[src/rtl/core/cdsc_pkg.sv]
// cdsc_pkg: types, constants and calendar helper functions for the date-time step counter
// no dependencies; used by cdsc_step, cdsc_daynum and calendar_datetime_step_counter

package cdsc_pkg;

    // item kinds carried on the input tuser
    typedef enum logic [3:0] {
        MODE_LOAD      = 4'd0,
        MODE_ADD_SEC   = 4'd1,
        MODE_ADD_MIN   = 4'd2,
        MODE_ADD_HOUR  = 4'd3,
        MODE_ADD_DAY   = 4'd4,
        MODE_ADD_MONTH = 4'd5,
        MODE_ADD_YEAR  = 4'd6,
        MODE_SUB_SEC   = 4'd7,
        MODE_SUB_MIN   = 4'd8,
        MODE_SUB_HOUR  = 4'd9,
        MODE_SUB_DAY   = 4'd10,
        MODE_SUB_MONTH = 4'd11,
        MODE_SUB_YEAR  = 4'd12
    } mode_t;

    // second sits in the low bits, year in the high bits
    typedef struct packed {
        logic [13:0] year;
        logic [3:0]  month;
        logic [4:0]  day;
        logic [4:0]  hour;
        logic [5:0]  minute;
        logic [5:0]  second;
    } datetime_t;

    localparam logic [13:0] MAX_YEAR    = 14'd9999;
    localparam logic [13:0] RESET_YEAR  = 14'd2000;
    localparam logic [5:0]  LAST_SEC    = 6'd59;
    localparam logic [5:0]  LAST_MIN    = 6'd59;
    localparam logic [4:0]  LAST_HOUR   = 5'd23;
    localparam logic [3:0]  LAST_MONTH  = 4'd12;
    localparam logic [14:0] YEAR_SHIFT  = 15'd4800;
    localparam logic [23:0] DAYS_YEAR   = 24'd365;
    localparam logic [23:0] DAY_BIAS    = 24'd32083;
    // inverse of 25 modulo 2**14, and the largest 14-bit quotient of an exact multiple
    localparam logic [27:0] INV25       = 28'd7209;
    localparam logic [13:0] DIV25_LIMIT = 14'd655;

    // gregorian leap year; divisibility by 25 through the modular inverse
    function automatic logic is_leap(input logic [13:0] y);
        logic [27:0] prod;
        logic        div25;
        logic        div4;
        logic        div16;
        prod  = 28'(y) * INV25;
        div25 = (prod[13:0] <= DIV25_LIMIT);
        div4  = (y[1:0] == 2'd0);
        div16 = (y[3:0] == 4'd0);
        return (div4 && !div25) || (div16 && div25);
    endfunction

    function automatic logic [4:0] month_len(input logic [3:0] m, input logic leap);
        logic [4:0] len;
        case (m) inside
            4'd2:                      len = leap ? 5'd29 : 5'd28;
            4'd4, 4'd6, 4'd9, 4'd11:  len = 5'd30;
            default:                   len = 5'd31;
        endcase
        return len;
    endfunction

    // (153*m + 2)/5 with m counted from march
    function automatic logic [8:0] month_offset(input logic [3:0] month);
        logic [8:0] ofs;
        case (month)
            4'd3:    ofs = 9'd0;
            4'd4:    ofs = 9'd31;
            4'd5:    ofs = 9'd61;
            4'd6:    ofs = 9'd92;
            4'd7:    ofs = 9'd122;
            4'd8:    ofs = 9'd153;
            4'd9:    ofs = 9'd184;
            4'd10:   ofs = 9'd214;
            4'd11:   ofs = 9'd245;
            4'd12:   ofs = 9'd275;
            4'd1:    ofs = 9'd306;
            4'd2:    ofs = 9'd337;
            default: ofs = 9'd0;
        endcase
        return ofs;
    endfunction

endpackage

[src/rtl/core/calendar_datetime_step_counter.sv]
// calendar_datetime_step_counter: top level of the calendar date-time step counter
// depends on cdsc_pkg, cdsc_step and cdsc_daynum
//
// channel   dir  tdata (low bit up)                                  tuser
// s_axis    in   load_second, load_minute, load_hour, load_day,      mode
//                load_month, load_year, 40 bits
// m_axis    out  cur_second, cur_minute, cur_hour, cur_day,          load_error
//                cur_month, cur_year, day_number, pad bit, 64 bits
//
// one transaction in, one transaction out; one item per clock while the result is taken
// an item passes the input register, then the step and day-number logic into the
// result register, which also holds the updated date-time
// rst_n clears the date-time to 2000-01-01 00:00:00 and empties both registers
// a stalled result holds; the input register still takes one more item, then
// s_axis_tready drops until the result is taken

module calendar_datetime_step_counter (
    input  logic        clk,
    input  logic        rst_n,
    input  logic        s_axis_tvalid,
    output logic        s_axis_tready,
    input  logic [39:0] s_axis_tdata,   // load_second, load_minute, load_hour, load_day,
                                        // load_month, load_year
    input  logic [3:0]  s_axis_tuser,   // mode
    output logic        m_axis_tvalid,
    input  logic        m_axis_tready,
    output logic [63:0] m_axis_tdata,   // cur_second, cur_minute, cur_hour, cur_day,
                                        // cur_month, cur_year, day_number, zero pad
    output logic [0:0]  m_axis_tuser    // load_error
);

    // input stage
    logic                in_valid_reg,  in_valid_next;
    cdsc_pkg::mode_t     in_mode_reg,   in_mode_next;
    cdsc_pkg::datetime_t in_load_reg,   in_load_next;

    // calendar state
    cdsc_pkg::datetime_t cur_reg,       cur_next;

    // result stage
    logic                out_valid_reg, out_valid_next;
    logic [63:0]         out_data_reg,  out_data_next;
    logic                out_error_reg, out_error_next;

    logic                s_fire;
    logic                advance;
    cdsc_pkg::datetime_t step_dt;
    logic                step_error;
    logic [22:0]         step_daynum;

    // the held item moves on whenever the result slot is free or being emptied
    assign advance       = in_valid_reg && (!out_valid_reg || m_axis_tready);
    assign s_axis_tready = !in_valid_reg || advance;
    assign s_fire        = s_axis_tvalid && s_axis_tready;

    cdsc_step u_step (
        .cur        (cur_reg),
        .mode       (in_mode_reg),
        .load       (in_load_reg),
        .nxt        (step_dt),
        .load_error (step_error)
    );

    // the day number is taken from the date after the step
    cdsc_daynum u_daynum (
        .dt         (step_dt),
        .day_number (step_daynum)
    );

    always_comb
    begin
        in_valid_next  = in_valid_reg;
        in_mode_next   = in_mode_reg;
        in_load_next   = in_load_reg;
        cur_next       = cur_reg;
        out_valid_next = out_valid_reg;
        out_data_next  = out_data_reg;
        out_error_next = out_error_reg;

        if (advance)
        begin
            in_valid_next = 1'b0;
        end
        if (s_fire)
        begin
            in_valid_next = 1'b1;
            in_mode_next  = cdsc_pkg::mode_t'(s_axis_tuser);
            in_load_next  = cdsc_pkg::datetime_t'(s_axis_tdata);
        end

        if (m_axis_tready)
        begin
            out_valid_next = 1'b0;
        end
        if (advance)
        begin
            // the state and the result change together, in item order
            cur_next       = step_dt;
            out_valid_next = 1'b1;
            out_data_next  = {1'b0, step_daynum, step_dt};
            out_error_next = step_error;
        end
    end

    always_ff @(posedge clk or negedge rst_n)
    begin
        if (!rst_n)
        begin
            in_valid_reg   <= 1'b0;
            out_valid_reg  <= 1'b0;
            cur_reg.second <= 6'd0;
            cur_reg.minute <= 6'd0;
            cur_reg.hour   <= 5'd0;
            cur_reg.day    <= 5'd1;
            cur_reg.month  <= 4'd1;
            cur_reg.year   <= cdsc_pkg::RESET_YEAR;
        end
        else
        begin
            in_valid_reg  <= in_valid_next;
            out_valid_reg <= out_valid_next;
            cur_reg       <= cur_next;
        end
    end

    // payload registers
    always_ff @(posedge clk)
    begin
        in_mode_reg   <= in_mode_next;
        in_load_reg   <= in_load_next;
        out_data_reg  <= out_data_next;
        out_error_reg <= out_error_next;
    end

    assign m_axis_tvalid = out_valid_reg;
    assign m_axis_tdata  = out_data_reg;
    assign m_axis_tuser  = out_error_reg;

`ifndef SYNTHESIS
    // an item leaving the input stage always shows up as a result
    a_advance_to_result: assert property (@(posedge clk) disable iff (!rst_n)
        advance |=> out_valid_reg)
        else $error("item advanced without a result");

    // a rejected load leaves the calendar untouched
    a_error_keeps_state: assert property (@(posedge clk) disable iff (!rst_n)
        (advance && step_error) |=> (cur_reg == $past(cur_reg)))
        else $error("rejected load changed the date-time");

    // time of day and year stay within range
    a_state_range: assert property (@(posedge clk) disable iff (!rst_n)
        (cur_reg.second <= cdsc_pkg::LAST_SEC) && (cur_reg.minute <= cdsc_pkg::LAST_MIN) &&
        (cur_reg.hour <= cdsc_pkg::LAST_HOUR) && (cur_reg.year <= cdsc_pkg::MAX_YEAR))
        else $error("time or year out of range");

    // month stays within 1 to 12 and day never falls to zero
    a_date_range: assert property (@(posedge clk) disable iff (!rst_n)
        (cur_reg.month >= 4'd1) && (cur_reg.month <= cdsc_pkg::LAST_MONTH) &&
        (cur_reg.day != 5'd0))
        else $error("month or day out of range");
`endif

endmodule

[src/rtl/core/cdsc_step.sv]
// cdsc_step: next date-time for one item (load with checks, or one step up or down)
// depends on cdsc_pkg

module cdsc_step (
    input  cdsc_pkg::datetime_t cur,
    input  cdsc_pkg::mode_t     mode,
    input  cdsc_pkg::datetime_t load,
    output cdsc_pkg::datetime_t nxt,
    output logic                load_error
);

    logic       s_inc, m_inc, h_inc, d_inc, mo_inc, y_inc;
    logic       s_dec, m_dec, h_dec, d_dec, mo_dec, y_dec;
    logic [4:0] len_cur;
    logic [4:0] len_new;
    logic [4:0] len_load;
    logic       load_ok;
    logic [3:0] month_new;
    logic [13:0] year_new;
    cdsc_pkg::datetime_t stepped;

    assign len_cur  = cdsc_pkg::month_len(cur.month, cdsc_pkg::is_leap(cur.year));
    assign len_load = cdsc_pkg::month_len(load.month, cdsc_pkg::is_leap(load.year));

    // carry chain upward
    assign s_inc  = (mode == cdsc_pkg::MODE_ADD_SEC);
    assign m_inc  = (mode == cdsc_pkg::MODE_ADD_MIN)   || (s_inc && cur.second >= cdsc_pkg::LAST_SEC);
    assign h_inc  = (mode == cdsc_pkg::MODE_ADD_HOUR)  || (m_inc && cur.minute >= cdsc_pkg::LAST_MIN);
    assign d_inc  = (mode == cdsc_pkg::MODE_ADD_DAY)   || (h_inc && cur.hour >= cdsc_pkg::LAST_HOUR);
    assign mo_inc = (mode == cdsc_pkg::MODE_ADD_MONTH) || (d_inc && cur.day >= len_cur);
    assign y_inc  = (mode == cdsc_pkg::MODE_ADD_YEAR)  || (mo_inc && cur.month >= cdsc_pkg::LAST_MONTH);

    // borrow chain downward; a day more than one past the month end borrows too
    assign s_dec  = (mode == cdsc_pkg::MODE_SUB_SEC);
    assign m_dec  = (mode == cdsc_pkg::MODE_SUB_MIN)   || (s_dec && cur.second == 6'd0);
    assign h_dec  = (mode == cdsc_pkg::MODE_SUB_HOUR)  || (m_dec && cur.minute == 6'd0);
    assign d_dec  = (mode == cdsc_pkg::MODE_SUB_DAY)   || (h_dec && cur.hour == 5'd0);
    assign mo_dec = (mode == cdsc_pkg::MODE_SUB_MONTH) ||
                    (d_dec && (cur.day <= 5'd1 || 6'(cur.day) > 6'(len_cur) + 6'd1));
    assign y_dec  = (mode == cdsc_pkg::MODE_SUB_YEAR)  || (mo_dec && cur.month <= 4'd1);

    always_comb
    begin
        if (y_inc)
        begin
            year_new = (cur.year >= cdsc_pkg::MAX_YEAR) ? 14'd0 : cur.year + 14'd1;
        end
        else if (y_dec)
        begin
            year_new = (cur.year == 14'd0 || cur.year > cdsc_pkg::MAX_YEAR) ?
                       cdsc_pkg::MAX_YEAR : cur.year - 14'd1;
        end
        else
        begin
            year_new = cur.year;
        end

        if (mo_inc)
        begin
            month_new = (cur.month >= cdsc_pkg::LAST_MONTH) ? 4'd1 : cur.month + 4'd1;
        end
        else if (mo_dec)
        begin
            month_new = (cur.month <= 4'd1) ? cdsc_pkg::LAST_MONTH : cur.month - 4'd1;
        end
        else
        begin
            month_new = cur.month;
        end
    end

    assign len_new = cdsc_pkg::month_len(month_new, cdsc_pkg::is_leap(year_new));

    always_comb
    begin
        stepped       = cur;
        stepped.year  = year_new;
        stepped.month = month_new;

        if (s_inc)
        begin
            stepped.second = (cur.second >= cdsc_pkg::LAST_SEC) ? 6'd0 : cur.second + 6'd1;
        end
        else if (s_dec)
        begin
            stepped.second = (cur.second == 6'd0) ? cdsc_pkg::LAST_SEC : cur.second - 6'd1;
        end

        if (m_inc)
        begin
            stepped.minute = (cur.minute >= cdsc_pkg::LAST_MIN) ? 6'd0 : cur.minute + 6'd1;
        end
        else if (m_dec)
        begin
            stepped.minute = (cur.minute == 6'd0) ? cdsc_pkg::LAST_MIN : cur.minute - 6'd1;
        end

        if (h_inc)
        begin
            stepped.hour = (cur.hour >= cdsc_pkg::LAST_HOUR) ? 5'd0 : cur.hour + 5'd1;
        end
        else if (h_dec)
        begin
            stepped.hour = (cur.hour == 5'd0) ? cdsc_pkg::LAST_HOUR : cur.hour - 5'd1;
        end

        if (d_inc)
        begin
            stepped.day = mo_inc ? 5'd1 : cur.day + 5'd1;
        end
        else if (d_dec)
        begin
            // borrow lands on the last day of the previous month
            stepped.day = mo_dec ? len_new : cur.day - 5'd1;
        end
    end

    assign load_ok = (load.second <= cdsc_pkg::LAST_SEC) &&
                     (load.minute <= cdsc_pkg::LAST_MIN) &&
                     (load.hour <= cdsc_pkg::LAST_HOUR) &&
                     (load.month >= 4'd1) && (load.month <= cdsc_pkg::LAST_MONTH) &&
                     (load.year <= cdsc_pkg::MAX_YEAR) &&
                     (load.day >= 5'd1) && (load.day <= len_load);

    always_comb
    begin
        if (mode == cdsc_pkg::MODE_LOAD)
        begin
            nxt        = load_ok ? load : cur;
            load_error = !load_ok;
        end
        else
        begin
            nxt        = stepped;
            load_error = 1'b0;
        end
    end

endmodule

[src/rtl/core/cdsc_daynum.sv]
// cdsc_daynum: day number of a date, day + (153*m + 2)/5 + 365*y + y/4 - 32083
// depends on cdsc_pkg

module cdsc_daynum (
    input  cdsc_pkg::datetime_t dt,
    output logic [22:0]         day_number
);

    logic        early;
    logic [14:0] y_shift;
    logic [23:0] sum;

    // january and february count as months of the previous year
    assign early   = (dt.month <= 4'd2);
    assign y_shift = 15'(dt.year) + cdsc_pkg::YEAR_SHIFT - 15'(early);
    assign sum     = 24'(dt.day) + 24'(cdsc_pkg::month_offset(dt.month)) +
                     24'(y_shift) * cdsc_pkg::DAYS_YEAR + 24'(y_shift[14:2]) -
                     cdsc_pkg::DAY_BIAS;
    assign day_number = sum[22:0];

endmodule

[config.mk]
export PLATFORM = sky130hd
export DESIGN_NAME = calendar_datetime_step_counter
export DESIGN_NICKNAME = d
export VERILOG_FILES = /design/src/rtl/core/cdsc_pkg.sv /design/src/rtl/core/calendar_datetime_step_counter.sv /design/src/rtl/core/cdsc_step.sv /design/src/rtl/core/cdsc_daynum.sv
export SDC_FILE = /design/constraint.sdc
export NUM_CORES = 1
export LEC_CHECK = 0
export BUFFER_PORTS_ARGS = -buffer_cell sky130_fd_sc_hd__clkbuf_2
export CAP_MARGIN = 10
export CORE_UTILIZATION = 53
export CTS_CLUSTER_SIZE = 12
export DETAILED_ROUTE_END_ITERATION = 8
export PLACE_DENSITY = 0.71
export SETUP_SLACK_MARGIN = 0.3
export SYNTH_ARGS = -nofsm -noshare
export SYNTH_HDL_FRONTEND = slang
export SYNTH_SLANG_ARGS = --single-unit
[constraint.sdc]
create_clock -name clk -period 36.7 [get_ports clk]
set_input_delay 5.505 -clock clk [delete_from_list [all_inputs] [get_ports clk]]
set_output_delay 5.505 -clock clk [all_outputs]
set_load 0.02 [all_outputs]
=== Word-level counts from Yosys, hierarchy flattened ===
Memories as Yosys holds them, arrays and structs flattened.
Cells that the tools add are included.

* Add/subtract/negate cells: 19
* Multipliers: 4
* $lt $le $gt $ge: 22
* Eq/ne operators: 27
* Mux-type cells: 39
* Reduce and logical (&&, ||, !) cells: 64

{| class="wikitable"
|+ Operators by type and width
! kind !! count
|-
| two-way mux 40 bit || 2
|-
| two-way mux 14 bit || 4
|-
| two-way mux 5 bit || 11
|-
| two-way mux 6 bit || 8
|-
| equality test 4 bit (second input constant) || 11
|-
| less-or-equal comparator 14 x 10 -> 1 bit (second input constant) || 3
|-
| multiplier 14 x 13 -> 14 bit (second input constant) || 3
|-
| equality test 4 x 3 -> 1 bit (second input constant) || 10
|-
| logical AND 1 bit || 25
|-
| adder 23 x 13 -> 23 bit || 1
|-
| adder 23 bit || 1
|-
| multiplier 15 x 9 -> 23 bit (second input constant) || 1
|-
| subtractor 23 x 15 -> 23 bit (second input constant) || 1
|-
| equality test 4 x 2 -> 1 bit (second input constant) || 5
|-
| logical OR 1 bit || 17
|-
| logical NOT 4 bit || 4
|-
| two-way mux 4 bit || 4
|-
| adder 14 x 13 -> 15 bit (second input constant) || 1
|-
| subtractor 15 x 1 -> 15 bit || 1
|-
| adder 14 x 1 -> 14 bit (second input constant) || 1
|-
| >= comparator 14 bit (second input constant) || 1
|-
| > comparator 14 bit (second input constant) || 1
|-
| less-or-equal comparator 14 bit (second input constant) || 1
|-
| logical NOT 14 bit || 1
|-
| 31 further kinds || 57
|}

* Flip-flop bits (word level): 150
* Memory bits (read-only): 144
* Input port bits: 48
* Output and inout port bits: 67
* Logic and storage cells: 193
* Memories kept: 1

{| class="wikitable"
|+ Memories
! memory !! depth !! width !! read ports !! clocked after memory_dff !! write ports !! RTL line !! source
|-
| (no name shown) || 16 || 9 || 1 || 0 || 0 || cdsc_pkg.sv:72 || <nowiki>case (month)</nowiki>
|}

=== Logic depth before layout (Yosys ltp) ===
Gate-level depths: netlist of the first run.

* Depth after elaboration: 33
* Depth in mapped cells: 76
* Depth with buffers taken out: 76

=== Hierarchy ===
From an unflattened synthesis of the first run, not the netlist that was laid out.

* Cell total of the unflattened synthesis: 1729
* Area, all modules: 16836.1 sq um

{| class="wikitable"
|+ Modules (own cells, without submodules)
! module !! times used !! cells each !! area each (sq um) !! seq. area each (sq um)
|-
| cdsc_step || 1 || 956 || 6905.4 || 0.0
|-
| calendar_datetime_step_counter || 1 || 203 || 5012.3 || 4304.1
|-
| cdsc_daynum || 1 || 570 || 4918.5 || 0.0
|}

=== Worst setup path after synthesis of the first run ===
Ideal clock, no wire load.

* Kind: register to register
* Start point: reg cur_reg[33] (netlist bit)
* End point: reg out_data_reg[62], in the netlist m_axis_tdata[62] (data pin)
* Library setup time: 0.260 ns
* Arrival time: 15.927 ns
* Slack: 20.513 ns
* Stages on the path, launching flop included: 73
* Clock period less this slack: 16.187 ns
* Path through: dfstp_2 ha_1 ha_1 ha_1 inv_1 fa_1 inv_1 ha_1 a21o_1 a21o_1 a21o_1 a21oi_1 nand2_1 o22ai_1 a21oi_1 o41ai_1 nand3_1 o221a_2 [37 not listed] xor2_1 ha_1 fa_1 fa_1 inv_1 fa_1 inv_1 ha_1 a21boi_0 o21ai_0 a21oi_1 o21a_1 o31ai_1 a211oi_1 o31a_1 a21o_1 a21oi_1 xnor2_1

{| class="wikitable"
|+ RTL lines
! element !! RTL line !! source
|-
| start, declared || calendar_datetime_step_counter.sv:38 || <nowiki>cdsc_pkg::datetime_t cur_reg, cur_next;</nowiki>
|-
| start signal, assigned || calendar_datetime_step_counter.sv:122 || <nowiki>cur_reg <= cur_next;</nowiki>
|-
| end signal, assigned || calendar_datetime_step_counter.sv:131 || <nowiki>out_data_reg <= out_data_next;</nowiki>
|-
| end, declared || calendar_datetime_step_counter.sv:42 || <nowiki>logic [63:0] out_data_reg, out_data_next;</nowiki>
|}

==> flow_summary.toml, run 1 <==
[status]
outcome = "finished, final reports clean"

[logic_synthesis]
ys_warn_count = 0
synth_top_flop_cell = "edfxtp_1"
netlist_area_um2 = 16330
ys_types = 96
avgSynthCellArea_um2 = 9.747
yosysTopAreaCellShare_pct = 19.86
ys_async_sr_fraction_pct = 28.00
synth.most_common_cell = "inv_1"
yosysSeqAreaShare_pct = 26.36
ys_top_cells_by_count = "inv_1 (260), ha_1 (240), fa_1 (112)"
synth_edf_count = 108
syn_inst = 1675
ys_ff_latch = 150
synth.largest_area_cell = "edfxtp_1"
synth.area.top_cells = "edfxtp_1 (20%), ha_1 (18%), fa_1 (14%)"

[route]
firstDrtPassIters = 5
vias = 12520
routed_wirelength_um = 39610
ant_nets = 0
viasPerCell = 5.759
drt_iter0_markers = 787
drc = 0
wl_per_cell_um = 18.22

[finish]
insertedDiodeCount = 0
nets = 2171
largest_reg_flops = 63
syn_to_final_growth_pct = 9.449
nFillCells = 2554
layout-drive-gt1-share_pct = 12.28

[clock_tree]
cts_resized = 0
cts.sinks = 150
cts-root-buf = "clkbuf_16"
clk_latency_ns = 0.45
clockBufferDepth = 2
cts_made_buffers = 17
cts_tree = "done"
cts_hold_buf = 0
htree_levels = 4
post-cts-setup-buffers = 0
clk_pin_slew_worst_paths_ns = 0.07

[sta]
maxSlewHeadroom_pct = 24.28
setup_viol = 0
max_freq_mhz = 53.96
final-max-slew-violation-count = 0
hold_viol = 0
period_minus_slack_ns = 18.53
rsz0062_at_grt = "false"
max_slew.worst_pin.slew_ns = 1.136
fin_skew_ns = 0.01599
post-route-period-util_pct = 50.50
finalSetupTns_ns = 0

[critical_path]
crit_type = "register to register"
worst-path-stages = 73
cp-start-kind = "register"
cp_common_cell = "ha_1"
critical-path-top-delay-family = "compound AO/OA/AOI/OAI gates"
end_kind = "register"
worstPathRequired_ns = 36.90
path_max_fanout = 13
cp.arrival_ns = 18.73
slowest_stage = "o41ai_1"
rr_worst_depth = 73
cpPeakStageDelay_ns = 0.83
critPathBufInv = 8

[min_path]
whs_path_depth = 1
hold_class = "register to register"

[global_routing]
grt_pass1_wl_um = 65060
grt_overflow = 0
grt_util_all_layers_pct = 26.66
grt_pass1_vias = 12560
grt_max_degree = 60
antenna_found_initial = 0

[place]
hpwl_um = 31170
gp_congestion = 0.9579
port_buffers = 113

[floorplan]
die_w_um = 177.5
die_area_um2 = 31510
start_util_pct = 54.51
ios = 115
rows = 63
die_h_um = 177.5
core-area_um2 = 29950

[run]
maxCapViolations = 0
final timing paths:
kind                              startpoint               end  slack (ns)
worst max-delay path             cur_reg[32]  m_axis_tdata[62]       18.17
worst min-delay path            in_valid_reg     m_axis_tvalid        0.50
worst max register to register   cur_reg[32]  m_axis_tdata[62]       18.17
worst min register to register  in_valid_reg     m_axis_tvalid        0.50
max in group asynchronous              rst_n       cur_reg[37]       31.09
min in group asynchronous              rst_n        cur_reg[4]        5.16
stage by stage:
| step | setup WS [ns] | instances | hold WS (ns) | utilization (%) | cell area (um^2) |
|---|---|---|---|---|---|
| after floorplan | 20.51 | 1676 | 0.4572 | - | 16330 |
| after global placement | 18.69 | 2142 | 0.4816 | 57.72 | 17290 |
| after detailed placement | 18.32 | 2142 | 0.4890 | 57.72 | 17290 |
| after CTS | 18.22 | 2174 | 0.4982 | 59.66 | 17870 |
| after global routing | 16.95 | 2174 | 0.5271 | 59.66 | 17870 |
| final | 18.17 | 2174 | 0.4986 | 59.66 | 17870 |
kinds of logic (layout without fill, tap and decap cells):
group                    after synthesis  count (layout)  share of synthesized area (%)
other                                  1               2                        0.02297
AND/OR/NAND/NOR                      352             352                          10.64
multiplexers                          59              59                          3.924
buffers and inverters                312             420                          7.303
flip-flops                           150             150                          26.36
AO/OA/AOI/OAI                        351             351                          14.28
adder cells (fa/ha/maj)              352             352                          32.13
XOR/XNOR                              98              98                          5.341
routing by layer:
| metal | routed length, um | track usage [%] |
|---|---|---|
| met5 | 0 | 0 |
| met4 | 1143 | 9.936 |
| met3 | 1850 | 4.027 |
| met2 | 19070 | 43.55 |
| met1 | 17540 | 35.71 |
worst reg2reg max path, delay by kind of cell (launching register included):
family,cells,cell delay (ns)
simple gates,12,1.74
buf+inv,8,0.42
compound gates,28,7.26
xor+xnor,4,0.81
mux,1,0.27
fa+ha+maj,20,7.05
flops,1,0.70
cells in the final DEF (no fill, tap or decap), drive strengths merged, types with 5 or more instances in the layout:
| cell type | n |
|---|---|
| xor2 | 29 |
| a21o | 19 |
| dfrtp | 34 |
| o211ai | 11 |
| nand4 | 8 |
| dfstp | 8 |
| clkbuf | 133 |
| xnor2 | 68 |
| o221ai | 7 |
| o21a | 11 |
| and2 | 7 |
| or4 | 7 |
| or2 | 7 |
| ha | 240 |
| inv | 266 |
| nand2 | 95 |
| buf | 13 |
| nand2b | 16 |
| nor2b | 10 |
| o22ai | 14 |
| fa | 112 |
| a311oi | 6 |
| o21bai | 9 |
| a211oi | 15 |
| mux2 | 20 |
| or3 | 6 |
| nor4 | 8 |
| nand3 | 34 |
| o41ai | 6 |
| nor2 | 98 |
| nor3 | 32 |
| o21ai | 87 |
| o31ai | 7 |
| and3 | 13 |
| a221oi | 6 |
| a31oi | 6 |
| mux2i | 37 |
| o22a | 5 |
| a21oi | 98 |
| edfxtp | 108 |
layout make-up:
type	count	area, um^2	share of cell area (%)
clock buffer	20	436.7	2.444
clock inverter	12	143.9	0.8052
inverter	262	985.9	5.517
multi-input combinational	1214	10850	60.71
sequential	150	4304	24.09
tap	390	488.0	2.731
timing repair buffer	126	663.1	3.711
Power of run 1 is not shown: default switching activity piles up to over one toggle a cycle in this logic, so the estimate is an artifact.
==> run 2, diff against run 1 <==
- ABC_AREA: default -> 1
- PLACE_DENSITY: 0.71 -> 0.74
- clock period: 36.7 -> 16 ns (I/O delays scaled with it)
==> run 2 against run 1 <==
  * Synthesized cell count up 11%
  * Highest routed layer unchanged
  * Maximum frequency up 22%
  * Critical path depth up 21
  * Global-route usage up 0.16 points
  * First-iteration DRC count up 19%
  * Sequential cell count unchanged
  * Die area down 0.61%
  * Cell area up 6.2%
==> flow_summary.toml, run 2 <==
[status]
outcome = "finished, final reports clean"

[place]
dpl_cell_area_um2 = 17580
hpwl_um = 30630
dpl.cell_count = 2394
gp_congestion = 0.9614
port_buffers = 113

[sta]
setup_viol = 0
holdWs_ns = 0.5685
hold_viol = 0
fin_skew_ns = 0.02622
final-max-slew-violation-count = 0
rsz0062_at_grt = "true"
period_minus_slack_ns = 15.16
post-route-period-util_pct = 94.73
maxSlewHeadroom_pct = 32.46
max_freq_mhz = 65.97
max_slew.worst_pin.slew_ns = 1.013

[logic_synthesis]
yosysSeqAreaShare_pct = 26.53
yosysTopAreaCellShare_pct = 19.99
synth_top_flop_cell = "edfxtp_1"
syn_inst = 1863
ys_warn_count = 0
synth.largest_area_cell = "edfxtp_1"
netlist_area_um2 = 16230
ys_ff_latch = 150
synth.most_common_cell = "inv_1"
ys_top_cells_by_count = "inv_1 (369), nand2_1 (265), ha_1 (240)"
synth.area.top_cells = "edfxtp_1 (20%), ha_1 (19%), fa_1 (14%)"
ys_async_sr_fraction_pct = 28.00
ys_types = 61
avgSynthCellArea_um2 = 8.709
synth_edf_count = 108

[critical_path]
worstPathRequired_ns = 16.21
crit_type = "register to register"
path_max_fanout = 7
critPathBufInv = 14
cpPeakStageDelay_ns = 0.61
critical-path-top-delay-family = "adder cells"
cp_common_cell = "nand2_1"
cp-start-kind = "register"
cp.arrival_ns = 15.37
worst-path-stages = 94
end_kind = "register"
rr_worst_depth = 94
slowest_stage = "fa_1"

[clock_tree]
cts.sinks = 150
clk_pin_slew_worst_paths_ns = 0.10
clk_latency_ns = 0.47
cts-root-buf = "clkbuf_16"
htree_levels = 4
cts_made_buffers = 17
clockBufferDepth = 2
cts_tree = "done"

[finish]
final_common_cell = "inv_1"
mostFrequentLayoutCells = "inv_1 (352), nand2_1 (255), ha_1 (214), o21ai_0 (139), clkbuf_2 (113)"
insertedDiodeCount = 0
syn_to_final_growth_pct = 16.93
final_cells = 2455
nets = 2452
largest_reg_flops = 63
design_area_um2 = 18970
layout-drive-gt1-share_pct = 20.15

[global_routing]
grt_util_all_layers_pct = 26.81
grt_max_degree = 93
grt_overflow = 0
grt_pass1_vias = 13270
grt_pass1_wl_um = 65800
antenna_found_initial = 0

[route]
drc = 0
ant_nets = 0
wl_per_cell_um = 16.71
drt_iter0_markers = 935
vias = 13370
viasPerCell = 5.444
routed_wirelength_um = 41030
firstDrtPassIters = 6

[floorplan]
start_util_pct = 54.31
die_w_um = 177.0
die_area_um2 = 31320
rows = 63
die_h_um = 177.0
ios = 115
core-area_um2 = 29870

[run]
maxCapViolations = 0

[min_path]
whs_path_depth = 2
hold_class = "register to register"
## run 2: cell types whose count changed in the layout (fill, tap and decap cells not counted), moves of 35 or more
cell     delta
buf_4      +68
inv_1      +93
mux2i_1    -37
nand2_1   +160
o21ai_0    +64
xnor2_1    -35
## run 2: repair_timing
item	in CTS	in global routing
endpoints found under the setup margin	3	14
hold buffers	0	0
resized for setup	6	127
pin swaps	0	105
setup buffers	0	29
## run 2: worst paths after layout
| path | from | end | slack [ns] |
|---|---|---|---|
| worst min-delay path | cur_reg[17] | cur_reg[17] | 0.57 |
| worst max-delay path | cur_reg[27] | m_axis_tdata[62] | 0.84 |
| min in group asynchronous | rst_n | cur_reg[24] | 2.03 |
| worst min register to register | cur_reg[17] | cur_reg[17] | 0.57 |
| max in group asynchronous | rst_n | cur_reg[26] | 13.49 |
| worst max register to register | cur_reg[27] | m_axis_tdata[62] | 0.84 |
## run 2: cells by family (layout without fill, tap and decap cells)
kind of cell,Yosys count,in the layout,synth area share [%]
compound gates,321,321,11.17
xor+xnor,99,99,5.344
fa+ha+maj,352,352,32.33
buf+inv,416,617,9.832
flops,150,150,26.53
other cells,1,2,0.02311
simple gates,524,524,14.78
## run 2: area by class of cell
class / instances / area [um^2]
Fill cell: 2449 / 10900
Multi-Input combinational cell: 1298 / 10890
Sequential cell: 150 / 4308
Inverter: 385 / 1449
Timing Repair Buffer: 200 / 1241
Tap cell: 390 / 488.0
Clock buffer: 17 / 425.4
Clock inverter: 15 / 176.4
## run 2: stage by stage
step | setup TNS [ns] | utilization (%) | setup WS, ns
after floorplan | 0 | - | 1.043
after global placement | 0 | 58.83 | 0.4649
after detailed placement | 0 | 58.83 | 0.03279
after CTS | 0 | 60.88 | 0.3248
after global routing | -0.1254 | 63.51 | -0.1254
final | 0 | 63.51 | 0.8427
## run 2: worst register-to-register path: cells and delay by family, from the launching register on
kind	cells	cell delay [ns]
adder cells (fa/ha/maj)	19	7.06
AO/OA/AOI/OAI	21	3.01
AND/OR/NAND/NOR	35	2.78
buffers and inverters	14	0.89
XOR/XNOR	5	0.68
flip-flops	1	0.45
## run 2: metal layers
metal,global-route usage (%),routed length (um),vias to the layer above
met5,0,0,-
met4,11.31,1305,0
met3,3.458,2141,85
met2,43.67,19510,427
met1,35.86,18080,6400
li1,-,-,6453
Power of run 2 is left out for the same reason.
